**src/design/snpt_pkg.sv**
```systemverilog
`default_nettype none
package snpt_pkg;

  localparam int unsigned CordicSteps = 14;

  localparam logic [15:0]        MinRangeReset   = 16'd120;
  localparam logic [15:0]        MaxRangeReset   = 16'd12000;
  localparam logic signed [15:0] StartAngleReset = -16'sd32768;
  localparam logic signed [15:0] AngleStepReset  = 16'sd182;
  localparam logic [13:0]        GateRadiusReset = 14'd12;
  localparam logic signed [13:0] StartXReset     = 14'sd250;
  localparam logic signed [13:0] StartYReset     = 14'sd250;

  // samples must lie beyond min range plus this margin
  localparam logic [16:0] RangeMargin = 17'd50;

  // CORDIC start value, gain compensated for 14 steps
  localparam logic signed [17:0] CordicGain = 18'sd19898;

  // 250 cm origin offset in the r*sin scale (250 * 327680)
  localparam logic signed [33:0] PixelOffset = 34'sd81920000;
  // 327680 = 5 * 2^16; divide by 5 as multiply by ceil(2^18/5) then shift by 18
  localparam logic signed [16:0] FifthRecip = 17'sd52429;
  localparam int unsigned        FifthShift = 18;

  typedef struct packed {
    logic signed [15:0] sin;
    logic signed [15:0] cos;
  } trig_t;

  typedef struct packed {
    logic signed [13:0] px;
    logic signed [13:0] py;
    logic [28:0]        d2;
  } point_t;

  typedef enum logic [1:0] {
    TRK_IDLE,
    TRK_CORDIC,
    TRK_POINT,
    TRK_FINISH
  } trk_state_e;

  typedef enum logic [2:0] {
    CFG_MIN_RANGE   = 3'd0,
    CFG_MAX_RANGE   = 3'd1,
    CFG_START_ANGLE = 3'd2,
    CFG_ANGLE_STEP  = 3'd3,
    CFG_GATE_RADIUS = 3'd4,
    CFG_START_X     = 3'd5,
    CFG_START_Y     = 3'd6
  } cfg_index_e;

  typedef enum logic [3:0] {
    PT_IDLE,
    PT_MUL_SIN,
    PT_ABS_X,
    PT_DIV_X,
    PT_SIGN_X,
    PT_MUL_COS,
    PT_ABS_Y,
    PT_DIV_Y,
    PT_SIGN_Y,
    PT_SQ_X,
    PT_SQ_Y,
    PT_SUM
  } pt_step_e;

  // arctangent of 2^-i in binary angle units
  function automatic logic [13:0] atan_lut(input logic [3:0] idx);
    logic [13:0] val;
    case (idx)
      4'd0:    val = 14'd8192;
      4'd1:    val = 14'd4836;
      4'd2:    val = 14'd2555;
      4'd3:    val = 14'd1297;
      4'd4:    val = 14'd651;
      4'd5:    val = 14'd326;
      4'd6:    val = 14'd163;
      4'd7:    val = 14'd81;
      4'd8:    val = 14'd41;
      4'd9:    val = 14'd20;
      4'd10:   val = 14'd10;
      4'd11:   val = 14'd5;
      4'd12:   val = 14'd3;
      4'd13:   val = 14'd1;
      default: val = 14'd0;
    endcase
    return val;
  endfunction

endpackage
`default_nettype wire

```
**src/design/snpt_cordic.sv**
```systemverilog
`default_nettype none
module snpt_cordic (
  input  logic                clk_i,
  input  logic                rst_ni,
  input  logic                start_i,
  input  logic signed [15:0]  angle_i,
  output logic                done_o,
  output snpt_pkg::trig_t     trig_o
);
  import snpt_pkg::*;

  logic signed [17:0] x_q, x_d, y_q, y_d, z_q, z_d;
  logic [3:0]         step_q, step_d;
  logic               busy_q, busy_d, done_q, done_d, neg_q, neg_d;

  logic signed [16:0] ang_ext, ang_fold;
  logic               fold;
  logic signed [17:0] sh_x, sh_y, atan_ext;
  logic signed [15:0] cx, cy;
  logic               last_step;

  // fold angles beyond a quarter turn by a half turn, negate results later
  always_comb begin
    ang_ext = {angle_i[15], angle_i};
    fold    = 1'b0;
    ang_fold = ang_ext;
    if (ang_ext > 17'sd16384) begin
      ang_fold = ang_ext - 17'sd32768;
      fold     = 1'b1;
    end else if (ang_ext < -17'sd16384) begin
      ang_fold = ang_ext + 17'sd32768;
      fold     = 1'b1;
    end
  end

  assign sh_x      = x_q >>> step_q;
  assign sh_y      = y_q >>> step_q;
  assign atan_ext  = {4'b0, atan_lut(step_q)};
  assign last_step = (step_q == 4'(CordicSteps - 1));

  always_comb begin
    x_d    = x_q;
    y_d    = y_q;
    z_d    = z_q;
    step_d = step_q;
    busy_d = busy_q;
    neg_d  = neg_q;
    done_d = 1'b0;
    if (start_i) begin
      x_d    = CordicGain;
      y_d    = '0;
      z_d    = {ang_fold[16], ang_fold};
      step_d = '0;
      busy_d = 1'b1;
      neg_d  = fold;
    end else if (busy_q) begin
      if (!z_q[17]) begin
        x_d = x_q - sh_y;
        y_d = y_q + sh_x;
        z_d = z_q - atan_ext;
      end else begin
        x_d = x_q + sh_y;
        y_d = y_q - sh_x;
        z_d = z_q + atan_ext;
      end
      step_d = step_q + 4'd1;
      if (last_step) begin
        busy_d = 1'b0;
        done_d = 1'b1;
      end
    end
  end

  always_ff @(posedge clk_i or negedge rst_ni) begin
    if (!rst_ni) begin
      busy_q <= 1'b0;
      done_q <= 1'b0;
      step_q <= '0;
    end else begin
      busy_q <= busy_d;
      done_q <= done_d;
      step_q <= step_d;
    end
  end

  always_ff @(posedge clk_i) begin
    x_q   <= x_d;
    y_q   <= y_d;
    z_q   <= z_d;
    neg_q <= neg_d;
  end

  // clamp to +-32767, then undo the fold
  always_comb begin
    if (x_q > 18'sd32767) begin
      cx = 16'sd32767;
    end else if (x_q < -18'sd32767) begin
      cx = -16'sd32767;
    end else begin
      cx = x_q[15:0];
    end
    if (y_q > 18'sd32767) begin
      cy = 16'sd32767;
    end else if (y_q < -18'sd32767) begin
      cy = -16'sd32767;
    end else begin
      cy = y_q[15:0];
    end
  end

  assign trig_o.cos = neg_q ? -cx : cx;
  assign trig_o.sin = neg_q ? -cy : cy;
  assign done_o     = done_q;

endmodule
`default_nettype wire

```
**src/design/snpt_point.sv**
```systemverilog
`default_nettype none
module snpt_point (
  input  logic                clk_i,
  input  logic                rst_ni,
  input  logic                start_i,
  input  logic [15:0]         range_i,
  input  snpt_pkg::trig_t     trig_i,
  input  logic signed [13:0]  tracked_x_i,
  input  logic signed [13:0]  tracked_y_i,
  output logic                done_o,
  output snpt_pkg::point_t    point_o
);
  import snpt_pkg::*;

  pt_step_e           step_q, step_d;
  logic signed [33:0] prod_q, mul;
  logic signed [16:0] op_a, op_b;
  logic [15:0]        v_q;
  logic               neg_q;
  logic signed [13:0] px_q, py_q;
  logic [28:0]        acc_q;
  logic               done_q;

  logic signed [33:0] biased, mag;
  logic signed [13:0] quot, quot_s;
  logic signed [14:0] dx, dy;

  assign biased = PixelOffset + prod_q;
  assign mag    = biased[33] ? -biased : biased;
  assign quot   = {1'b0, prod_q[FifthShift+12:FifthShift]};
  assign quot_s = neg_q ? -quot : quot;
  assign dx     = {px_q[13], px_q} - {tracked_x_i[13], tracked_x_i};
  assign dy     = {py_q[13], py_q} - {tracked_y_i[13], tracked_y_i};

  // one shared multiplier, operands picked by the step
  always_comb begin
    case (step_q)
      PT_MUL_SIN: begin
        op_a = {1'b0, range_i};
        op_b = {trig_i.sin[15], trig_i.sin};
      end
      PT_MUL_COS: begin
        op_a = {1'b0, range_i};
        op_b = {trig_i.cos[15], trig_i.cos};
      end
      PT_DIV_X, PT_DIV_Y: begin
        op_a = {1'b0, v_q};
        op_b = FifthRecip;
      end
      PT_SQ_X: begin
        op_a = {{2{dx[14]}}, dx};
        op_b = {{2{dx[14]}}, dx};
      end
      PT_SQ_Y: begin
        op_a = {{2{dy[14]}}, dy};
        op_b = {{2{dy[14]}}, dy};
      end
      default: begin
        op_a = '0;
        op_b = '0;
      end
    endcase
  end

  assign mul = op_a * op_b;

  always_comb begin
    case (step_q)
      PT_IDLE:    step_d = start_i ? PT_MUL_SIN : PT_IDLE;
      PT_MUL_SIN: step_d = PT_ABS_X;
      PT_ABS_X:   step_d = PT_DIV_X;
      PT_DIV_X:   step_d = PT_SIGN_X;
      PT_SIGN_X:  step_d = PT_MUL_COS;
      PT_MUL_COS: step_d = PT_ABS_Y;
      PT_ABS_Y:   step_d = PT_DIV_Y;
      PT_DIV_Y:   step_d = PT_SIGN_Y;
      PT_SIGN_Y:  step_d = PT_SQ_X;
      PT_SQ_X:    step_d = PT_SQ_Y;
      PT_SQ_Y:    step_d = PT_SUM;
      default:    step_d = PT_IDLE;
    endcase
  end

  always_ff @(posedge clk_i or negedge rst_ni) begin
    if (!rst_ni) begin
      step_q <= PT_IDLE;
      done_q <= 1'b0;
    end else begin
      step_q <= step_d;
      done_q <= (step_q == PT_SUM);
    end
  end

  always_ff @(posedge clk_i) begin
    case (step_q)
      PT_MUL_SIN, PT_MUL_COS, PT_DIV_X, PT_DIV_Y, PT_SQ_X: begin
        prod_q <= mul;
      end
      PT_ABS_X, PT_ABS_Y: begin
        // drop the 2^16 part of the scale; the divide by 5 follows
        v_q   <= mag[31:16];
        neg_q <= biased[33];
      end
      PT_SIGN_X: px_q <= quot_s;
      PT_SIGN_Y: py_q <= quot_s;
      PT_SQ_Y: begin
        acc_q  <= {1'b0, prod_q[27:0]};
        prod_q <= mul;
      end
      PT_SUM: acc_q <= acc_q + {1'b0, prod_q[27:0]};
      default: ;
    endcase
  end

  assign done_o     = done_q;
  assign point_o.px = px_q;
  assign point_o.py = py_q;
  assign point_o.d2 = acc_q;

endmodule
`default_nettype wire

```
**src/design/scan_nearest_point_tracker_unit.sv**
```systemverilog
`default_nettype none
// Nearest-point tracker for laser range scans. Each stream item is one range
// sample in mm (tdata) with tlast on the final sample of a scan. Samples
// strictly between min_range+50 and max_range are turned into plane points in
// cm around (250,250), and the point nearest the tracked point, strictly
// inside the gate radius, is kept (first of equal points wins). At the end of
// a scan one result goes out: target x/y in tdata and found in tuser; it also
// becomes the new tracked point ((0,0) with found low if nothing was in the
// gate). A sample in range runs through the 14-step iterative CORDIC and then
// an 11-step sequence on one shared 17x17 multiplier; a sample out of range
// skips both and goes straight to the finish state. The input is not ready
// while a sample is in work. A finished result sits in an output register so
// the next samples are taken while it waits; a scan end stalls only if the
// previous result is still pending. Configuration writes are always accepted;
// writing start_x or start_y also loads the tracked point.
module scan_nearest_point_tracker_unit (
  input  logic        clk_i,
  input  logic        rst_ni,
  input  logic        s_axis_tvalid,
  output logic        s_axis_tready,
  input  logic [15:0] s_axis_tdata,   // [15:0] distance_mm
  input  logic        s_axis_tlast,
  output logic        m_axis_tvalid,
  input  logic        m_axis_tready,
  output logic [31:0] m_axis_tdata,   // [13:0] target_x, [27:14] target_y, [31:28] zero
  output logic        m_axis_tuser,   // [0] found
  input  logic        cfg_valid_i,
  output logic        cfg_ready_o,
  input  logic [2:0]  cfg_index_i,
  input  logic [15:0] cfg_data_i
);
  import snpt_pkg::*;

  logic [15:0]        min_range_q, max_range_q;
  logic signed [15:0] start_angle_q, angle_step_q;
  logic [13:0]        gate_radius_q;

  logic signed [15:0] beam_angle_q, angle_cur;
  logic signed [13:0] tracked_x_q, tracked_y_q, best_x_q, best_y_q;
  logic [28:0]        best_dist_q;
  logic               have_best_q, in_scan_q;

  logic [15:0]        range_q;
  logic               last_q;

  logic               out_valid_q, out_found_q;
  logic signed [13:0] out_x_q, out_y_q;

  trk_state_e         state_q, state_d;

  logic               accept, in_range, cfg_we;
  logic               cordic_start, cordic_done, point_start, point_done;
  logic               best_upd, out_load;
  logic [27:0]        gate_sq;
  trig_t              trig;
  point_t             point;

  assign accept    = s_axis_tvalid && s_axis_tready;
  assign cfg_we    = cfg_valid_i && cfg_ready_o;
  assign angle_cur = in_scan_q ? beam_angle_q : start_angle_q;
  assign in_range  = (({1'b0, min_range_q} + RangeMargin) < {1'b0, s_axis_tdata})
                     && (s_axis_tdata < max_range_q);
  assign gate_sq   = gate_radius_q * gate_radius_q;

  snpt_cordic u_cordic (
    .clk_i   (clk_i),
    .rst_ni  (rst_ni),
    .start_i (cordic_start),
    .angle_i (angle_cur),
    .done_o  (cordic_done),
    .trig_o  (trig)
  );

  snpt_point u_point (
    .clk_i       (clk_i),
    .rst_ni      (rst_ni),
    .start_i     (point_start),
    .range_i     (range_q),
    .trig_i      (trig),
    .tracked_x_i (tracked_x_q),
    .tracked_y_i (tracked_y_q),
    .done_o      (point_done),
    .point_o     (point)
  );

  always_comb begin
    case (state_q)
      TRK_IDLE: begin
        if (accept) begin
          state_d = in_range ? TRK_CORDIC : TRK_FINISH;
        end else begin
          state_d = TRK_IDLE;
        end
      end
      TRK_CORDIC: state_d = cordic_done ? TRK_POINT : TRK_CORDIC;
      TRK_POINT:  state_d = point_done ? TRK_FINISH : TRK_POINT;
      TRK_FINISH: state_d = (!last_q || out_load) ? TRK_IDLE : TRK_FINISH;
      default:    state_d = TRK_IDLE;
    endcase
  end

  always_comb begin
    s_axis_tready = 1'b0;
    cordic_start  = 1'b0;
    point_start   = 1'b0;
    best_upd      = 1'b0;
    out_load      = 1'b0;
    case (state_q)
      TRK_IDLE: begin
        s_axis_tready = 1'b1;
        cordic_start  = accept && in_range;
      end
      TRK_CORDIC: point_start = cordic_done;
      TRK_POINT:  best_upd = point_done && (point.d2 < best_dist_q);
      TRK_FINISH: out_load = last_q && (!out_valid_q || m_axis_tready);
      default: ;
    endcase
  end

  assign cfg_ready_o = 1'b1;

  always_ff @(posedge clk_i or negedge rst_ni) begin
    if (!rst_ni) begin
      state_q       <= TRK_IDLE;
      min_range_q   <= MinRangeReset;
      max_range_q   <= MaxRangeReset;
      start_angle_q <= StartAngleReset;
      angle_step_q  <= AngleStepReset;
      gate_radius_q <= GateRadiusReset;
      tracked_x_q   <= StartXReset;
      tracked_y_q   <= StartYReset;
      beam_angle_q  <= StartAngleReset;
      best_x_q      <= '0;
      best_y_q      <= '0;
      best_dist_q   <= {15'b0, GateRadiusReset} * {15'b0, GateRadiusReset};
      have_best_q   <= 1'b0;
      in_scan_q     <= 1'b0;
      out_valid_q   <= 1'b0;
    end else begin
      state_q <= state_d;

      if (cfg_we) begin
        case (cfg_index_i)
          CFG_MIN_RANGE:   min_range_q   <= cfg_data_i;
          CFG_MAX_RANGE:   max_range_q   <= cfg_data_i;
          CFG_START_ANGLE: start_angle_q <= cfg_data_i;
          CFG_ANGLE_STEP:  angle_step_q  <= cfg_data_i;
          CFG_GATE_RADIUS: gate_radius_q <= cfg_data_i[13:0];
          CFG_START_X:     tracked_x_q   <= cfg_data_i[13:0];
          CFG_START_Y:     tracked_y_q   <= cfg_data_i[13:0];
          default: ;
        endcase
      end

      if (accept) begin
        beam_angle_q <= angle_cur + angle_step_q;
        in_scan_q    <= 1'b1;
        // open a new scan on its first sample
        if (!in_scan_q) begin
          best_dist_q <= {1'b0, gate_sq};
          best_x_q    <= '0;
          best_y_q    <= '0;
          have_best_q <= 1'b0;
        end
      end

      if (best_upd) begin
        best_dist_q <= point.d2;
        best_x_q    <= point.px;
        best_y_q    <= point.py;
        have_best_q <= 1'b1;
      end

      if (out_load) begin
        out_valid_q <= 1'b1;
        tracked_x_q <= best_x_q;
        tracked_y_q <= best_y_q;
        in_scan_q   <= 1'b0;
      end else if (m_axis_tready) begin
        out_valid_q <= 1'b0;
      end
    end
  end

  always_ff @(posedge clk_i) begin
    if (accept) begin
      range_q <= s_axis_tdata;
      last_q  <= s_axis_tlast;
    end
    if (out_load) begin
      out_x_q     <= best_x_q;
      out_y_q     <= best_y_q;
      out_found_q <= have_best_q;
    end
  end

  assign m_axis_tvalid = out_valid_q;
  assign m_axis_tdata  = {4'b0, out_y_q, out_x_q};
  assign m_axis_tuser  = out_found_q;

endmodule
`default_nettype wire

```
**config.mk**
```make
export PLATFORM = sky130hd
export DESIGN_NAME = scan_nearest_point_tracker_unit
export DESIGN_NICKNAME = d
export VERILOG_FILES = /design/src/design/snpt_pkg.sv /design/src/design/snpt_cordic.sv /design/src/design/snpt_point.sv /design/src/design/scan_nearest_point_tracker_unit.sv
export SDC_FILE = /design/constraint.sdc
export NUM_CORES = 2
export LEC_CHECK = 0
export BUFFER_PORTS_ARGS = -buffer_cell sky130_fd_sc_hd__buf_4
export CAP_MARGIN = 5
export CORE_MARGIN = 2
export CORE_UTILIZATION = 55
export CTS_CLUSTER_DIAMETER = 150
export CTS_CLUSTER_SIZE = 12
export DETAILED_ROUTE_END_ITERATION = 6
export GPL_ROUTABILITY_DRIVEN = 0
export GPL_TIMING_DRIVEN = 0
export PLACE_DENSITY = 0.75
export SLEW_MARGIN = 5
export SYNTH_ARGS = -nofsm -noshare
export SYNTH_HDL_FRONTEND = slang
export SYNTH_SLANG_ARGS = --single-unit
```
**constraint.sdc**
```tcl
create_clock -name clk_i -period 13.4 [get_ports clk_i]
set_input_delay 3.35 -clock clk_i [delete_from_list [all_inputs] [get_ports clk_i]]
set_output_delay 3.35 -clock clk_i [all_outputs]
set_load 0.01 [all_outputs]
```
======== After elaboration in Yosys (flattened, before gate mapping) ========
Memory sizes are Yosys's and may differ from the RTL's.
Index checks and enable logic that the tools add are counted.
W data, S select, Z words.
cells by class
  muxes and demuxes ....................... 61
  $add $sub $neg .......................... 19
  shift operators ......................... 2
  multipliers ............................. 2
  equality and inequality tests ........... 22
  div/mod/pow operators ................... 0
  bitwise gates (word level) .............. 0
  reduce and logical (&&, ||, !) cells .... 32
  $lt $le $gt $ge ......................... 9
operators by type and width
  kind                      count
  $mux W14                  11
  $mux W16                  7
  $mux W18                  5
  $mux W29                  3
  $pmux W17 S5              1
  $pmux W17 S4              1
  $pmux W29 S2              1
  $pmux W4 S11              1
  $add A18 B18 Y18          2
  $gt A18 B16 Y1 const B    2
  $lt A18 B16 Y1 const B    2
  $sshr A18 B4 Y18          2
  $sub A18 B18 Y18          2
  $add A28 B34 Y34 const A  1
  $mul A17 B17 Y34          1
  $mux W17                  2
  $mux W32                  1
  $neg A16 Y16              2
  $neg A32 Y32              1
  $sub A14 B14 Y15          2
  $add A29 B28 Y29          1
  $lt A29 B29 Y1            1
  $mul A14 B14 Y28          1
  $mux W1                   21
  35 further kinds          73
word-level totals
  memory bits (writable) .................. 0
  word-level logic and storage cells ...... 183
  bits in latches ......................... 0
  memories kept ........................... 1
  bits in registers ....................... 404
  bits in read-only memories .............. 224
memories
  memory           depth  bits a word  read ports  clocked after Yosys merged registers in  wr ports  line            text
  (no name shown)  16     14           1           0                                        0         snpt_pkg.sv:72  case (idx)

======== Depth between registers and ports, before layout ========
  depth after elaboration ................. 7
  gate-level depth with buffers ........... 40

======== By module ========
Synthesis repeated with hierarchy kept, for this count alone.
second synthesis, totals
  cells, all modules ...................... 4,884
  area, all modules ....................... 44,901.8 µm²
by module, submodules not included
  module                           seq. area each (µm²)  area an instance (µm²)  cells each  times used
  snpt_point                       3,368.2               18,726.7                2,012       1
  scan_nearest_point_tracker_unit  6,028.3               17,088.9                1,710       1
  snpt_cordic                      1,441.4               9,086.2                 1,162       1

======== Worst setup path before layout ========
No wires, ideal clock.
  kind .................................... flip-flop to flip-flop
  from .................................... register u_cordic.y_q[4]
  to ...................................... register u_point.prod_q[33], data pin
  stages on the path, launching flop included .. 34
  setup time .............................. 260 ps
  data arrival time ....................... 9,047 ps
  path buffers ............................ 3
  clock period less this slack ............ 9,307 ps
  slack ................................... 4,093 ps
  path through ............................ dfxtp_1 -> buf_2 -> or3_1 -> or4b_1 -> o311ai_2 -> nand2_1 -> a21oi_1 -> ha_1 -> clkbuf_1 -> o21ai_0 -> o31ai_1 -> a211o_1 -> a32oi_1 -> o221ai_1 -> buf_2 -> nand2_1 -> fa_1 -> inv_1 -> fa_1 -> fa_1 -> fa_1 -> fa_1 -> inv_1 -> fa_1 -> inv_1 -> ha_1 -> and3_1 -> a221o_1 -> o21ai_0 -> o211ai_1 -> a211oi_1 -> o21bai_1 -> a21oi_1 -> xnor2_1
on the way
  longest elaborated chain between the ends .. 7
ends and longest elaborated chain
  element                    line                text
  from (decl)                snpt_cordic.sv:12   logic signed [17:0] x_q, x_d, y_q, y_d, z_q, z_d;
  from (signal assigned)     snpt_cordic.sv:88   y_q <= y_d;
  $lt A18 B16 Y1             snpt_cordic.sv:104  end else if (y_q < -18'sd32767) begin
  $mux W16                   snpt_cordic.sv:104
  $mux W16 (*)               snpt_cordic.sv:102  if (y_q > 18'sd32767) begin
  $neg A16 Y16               snpt_cordic.sv:112  assign trig_o.sin = neg_q ? -cy : cy;
  $mux W16 (*)               snpt_cordic.sv:112
  $pmux W17 S5 (*)           snpt_point.sv:37    case (step_q)
  $mul A17 B17 Y34 (*)       snpt_point.sv:65    assign mul = op_a * op_b;
  named net u_point.mul[33]  snpt_point.sv:16    logic signed [33:0] prod_q, mul;
  to (signal assigned)       snpt_point.sv:97    prod_q <= mul;
  to (signal assigned)       snpt_point.sv:108   prod_q <= mul;
  to (decl)                  snpt_point.sv:16
Mark *: on every way through the listed nets, which the timed path passes. The rest lies on a longest branch.
A chain may end at the register's enable or synchronous reset.

======== Worst setup path in the final report ========
  from .................................... register u_cordic.y_q[2]
  to ...................................... register u_point.prod_q[33], data pin
The elaborated chain is that of the path after synthesis.

==> impl_metrics.json <==
{
  "wire_per_inst_um": 21.4,
  "finalSetupViolCount": 0,
  "drc": 1,
  "route.vias.total": 35900,
  "worst_pin_slew_ns": 1.44,
  "rsz0062_at_grt": "false",
  "cts_resized": 0,
  "grt_start_max_net_pins": 104,
  "final-hold-violation-count": 0,
  "synth_top_family_by_area": "adder cells",
  "cts-root-buf": "clkbuf_16",
  "drive_gt1_frac": 0.0715,
  "cp_slowest_cell": "a21oi_1",
  "synthXorXnorAreaFrac": 0.0541,
  "criticalPathCategory": "flop to flop",
  "initial_core_util": 0.556,
  "nFillCells": 6695,
  "worstPathRequired_ns": 13.72,
  "wl_met3_mm": 12.5,
  "areaGrowthSynthToFinish_pct": 7.48,
  "final_core_util": 0.597,
  "viasPerCell": 6.04,
  "postSynthAreaPerCell_um2": 9.28,
  "max_cap_violations": 0,
  "timing.final.crit_share": 0.862,
  "multi_input_area_mm2": 0.0299,
  "maxSlewHeadroom": 0.0429,
  "clock_path_buffers": 3,
  "final-seq-area_mm2": 0.0108,
  "cts_buffers": 39,
  "layout_common_cells": "inv_1 (614), nand2_1 (490), fa_1 (420), nor2_1 (374), ha_1 (366)",
  "cts_tree": "done",
  "first_pass_iters": 7,
  "post_cts_buffers": 0,
  "die_w_um": 286,
  "ys.warnings.count": 0,
  "synth_compound_area_frac": 0.136,
  "wirelength_mm": 127,
  "cp_max_fo": 10,
  "fmax_ghz": 0.0866,
  "worstSetupStartpointType": "flop",
  "insertion_delay_ns": 0.62,
  "ys.flop_type": "edfxtp_1",
  "die_h_um": 286,
  "grt_pass1_wl_mm": 203,
  "drt-initial-drc-count": 4021,
  "place_hpwl_mm": 98.8,
  "fin_skew_ns": 0.0468,
  "cp.arrival_ns": 11.86,
  "async_reset_ff_frac": 0.483,
  "antenna_found_initial": 5,
  "finalCriticalPeriod_ns": 11.55,
  "crit_top_cell": "fa_1",
  "failed_checks": "design-rule violations",
  "synth_edf_count": 173,
  "core-area_mm2": 0.0789,
  "top_layer_used": "met4",
  "hp-class": "flop to flop",
  "fin_nets": 5677,
  "syn_inst": 4720,
  "netlist_area_mm2": 0.0438,
  "grt_pass1_vias": 36400,
  "portBuffers": 67,
  "antenna_left": 0,
  "die_area_mm2": 0.0819,
  "dr_wl_met2_mm": 57.4,
  "clock_sink_count": 404,
  "muxShareOfSynthArea": 0.0550,
  "row_count": 103,
  "tns_ns": 0,
  "synthAdderAreaFrac": 0.296,
  "yosys.area_share.simple": 0.138,
  "max_stage_delay_ns": 0.85,
  "wl_met1_mm": 50.5,
  "pin_count": 77,
  "clkTransAtPathRegs_ns": 0.06,
  "yosysSeqAreaShare": 0.247,
  "grt_overflow_total": 0,
  "cts_hold_buffers": 0,
  "yosysUniqueCellTypes": 93,
  "ys_ff_latch": 404,
  "grt_use_total": 0.316,
  "cp-end-kind": "flop",
  "status": "finished with violations",
  "cts_htree_levels": 2,
  "final_common_cell": "inv_1",
  "slew_viol_final": 0
}
Yosys cell counts, types with 72 or more instances:
master	instances	share of area
nor2_1	375	0.032
o21ai_0	268	0.031
edfxtp_1	173	0.12
a21o_1	72	0.012
xor2_1	91	0.018
nand2_1	491	0.042
and2_1	118	0.017
dfrtp_1	161	0.092
mux2_2	75	0.019
a21oi_1	194	0.022
clkbuf_1	162	0.014
ha_1	366	0.10
mux2i_1	89	0.020
xnor2_1	177	0.035
inv_1	614	0.053
fa_1	420	0.19
registers in the layout (all words and copies together) (netlist names), 16 cells and up:
register and cells:
u_cordic.z_q 18, u_cordic.x_q 18, best_dist_q 29, max_range_q 16, u_point.v_q 16, u_point.prod_q 34
range_q 16, beam_angle_q 16, angle_step_q 16, u_cordic.y_q 18, start_angle_q 16, u_point.acc_q 29
min_range_q 16
worst max-delay path: cells and delay by family, from the launching register on:
kind,cells,cell delay (ns)
flip-flops,1,0.44
buffers and inverters,7,1.04
AO/OA/AOI/OAI,13,3.85
XOR/XNOR,1,0.10
AND/OR/NAND/NOR,9,2.29
adder cells (fa/ha/maj),8,3.52
logic make-up (layout without fill, tap and decap cells):
group	count (synthesis)	after routing
XOR/XNOR	269	269
other	2	8
flip-flops	404	404
buffers and inverters	833	990
AND/OR/NAND/NOR	1319	1319
AO/OA/AOI/OAI	913	913
adder cells (fa/ha/maj)	786	786
multiplexers	194	194
path summary, 6_finish.rpt:
kind | from | to | slack, ns | cells after the start
setup / recovery | u_cordic.y_q[2] | u_point.prod_q[33] | 1.85 | 38
hold / removal | have_best_q | m_axis_tuser | 0.43 | 0
setup reg to reg | u_cordic.y_q[2] | u_point.prod_q[33] | 1.85 | 38
hold reg to reg | have_best_q | m_axis_tuser | 0.43 | 0
max in group asynchronous | rst_ni | best_dist_q[7] | 9.53 | 2
min in group asynchronous | rst_ni | angle_step_q[11] | 2.82 | 1
routing by layer:
metal,track usage,vias up
li1,-,16200
met4,0.136,0
met3,0.0640,396
met5,0,-
met1,0.422,17400
met2,0.501,1828
through the flow:
step                      hold slack (ns)  area [um^2]  std cells  setup WS (ns)
after floorplan                     0.426        43800       4723           4.09
after detailed placement            0.442        45900       5858           2.20
final                               0.426        47100       5933           1.85
after CTS                           0.436        47100       5929           2.10
after global routing                0.447        47100       5931           1.39
after global placement              0.435        45600       5840           2.00
final cells by class:
class,count,area share
Multi-Input combinational cell,3486,0.634
Inverter,615,0.0490
Buffer,218,0.0189
Timing Repair Buffer,86,0.0143
Antenna cell,3,0.000159
Sequential cell,404,0.230
Clock inverter,4,0.00234
Clock buffer,67,0.0230
Tap cell,1050,0.0279
Power is not shown: default switching activity piles up to over one toggle a cycle in this logic, so the estimate is an artifact.
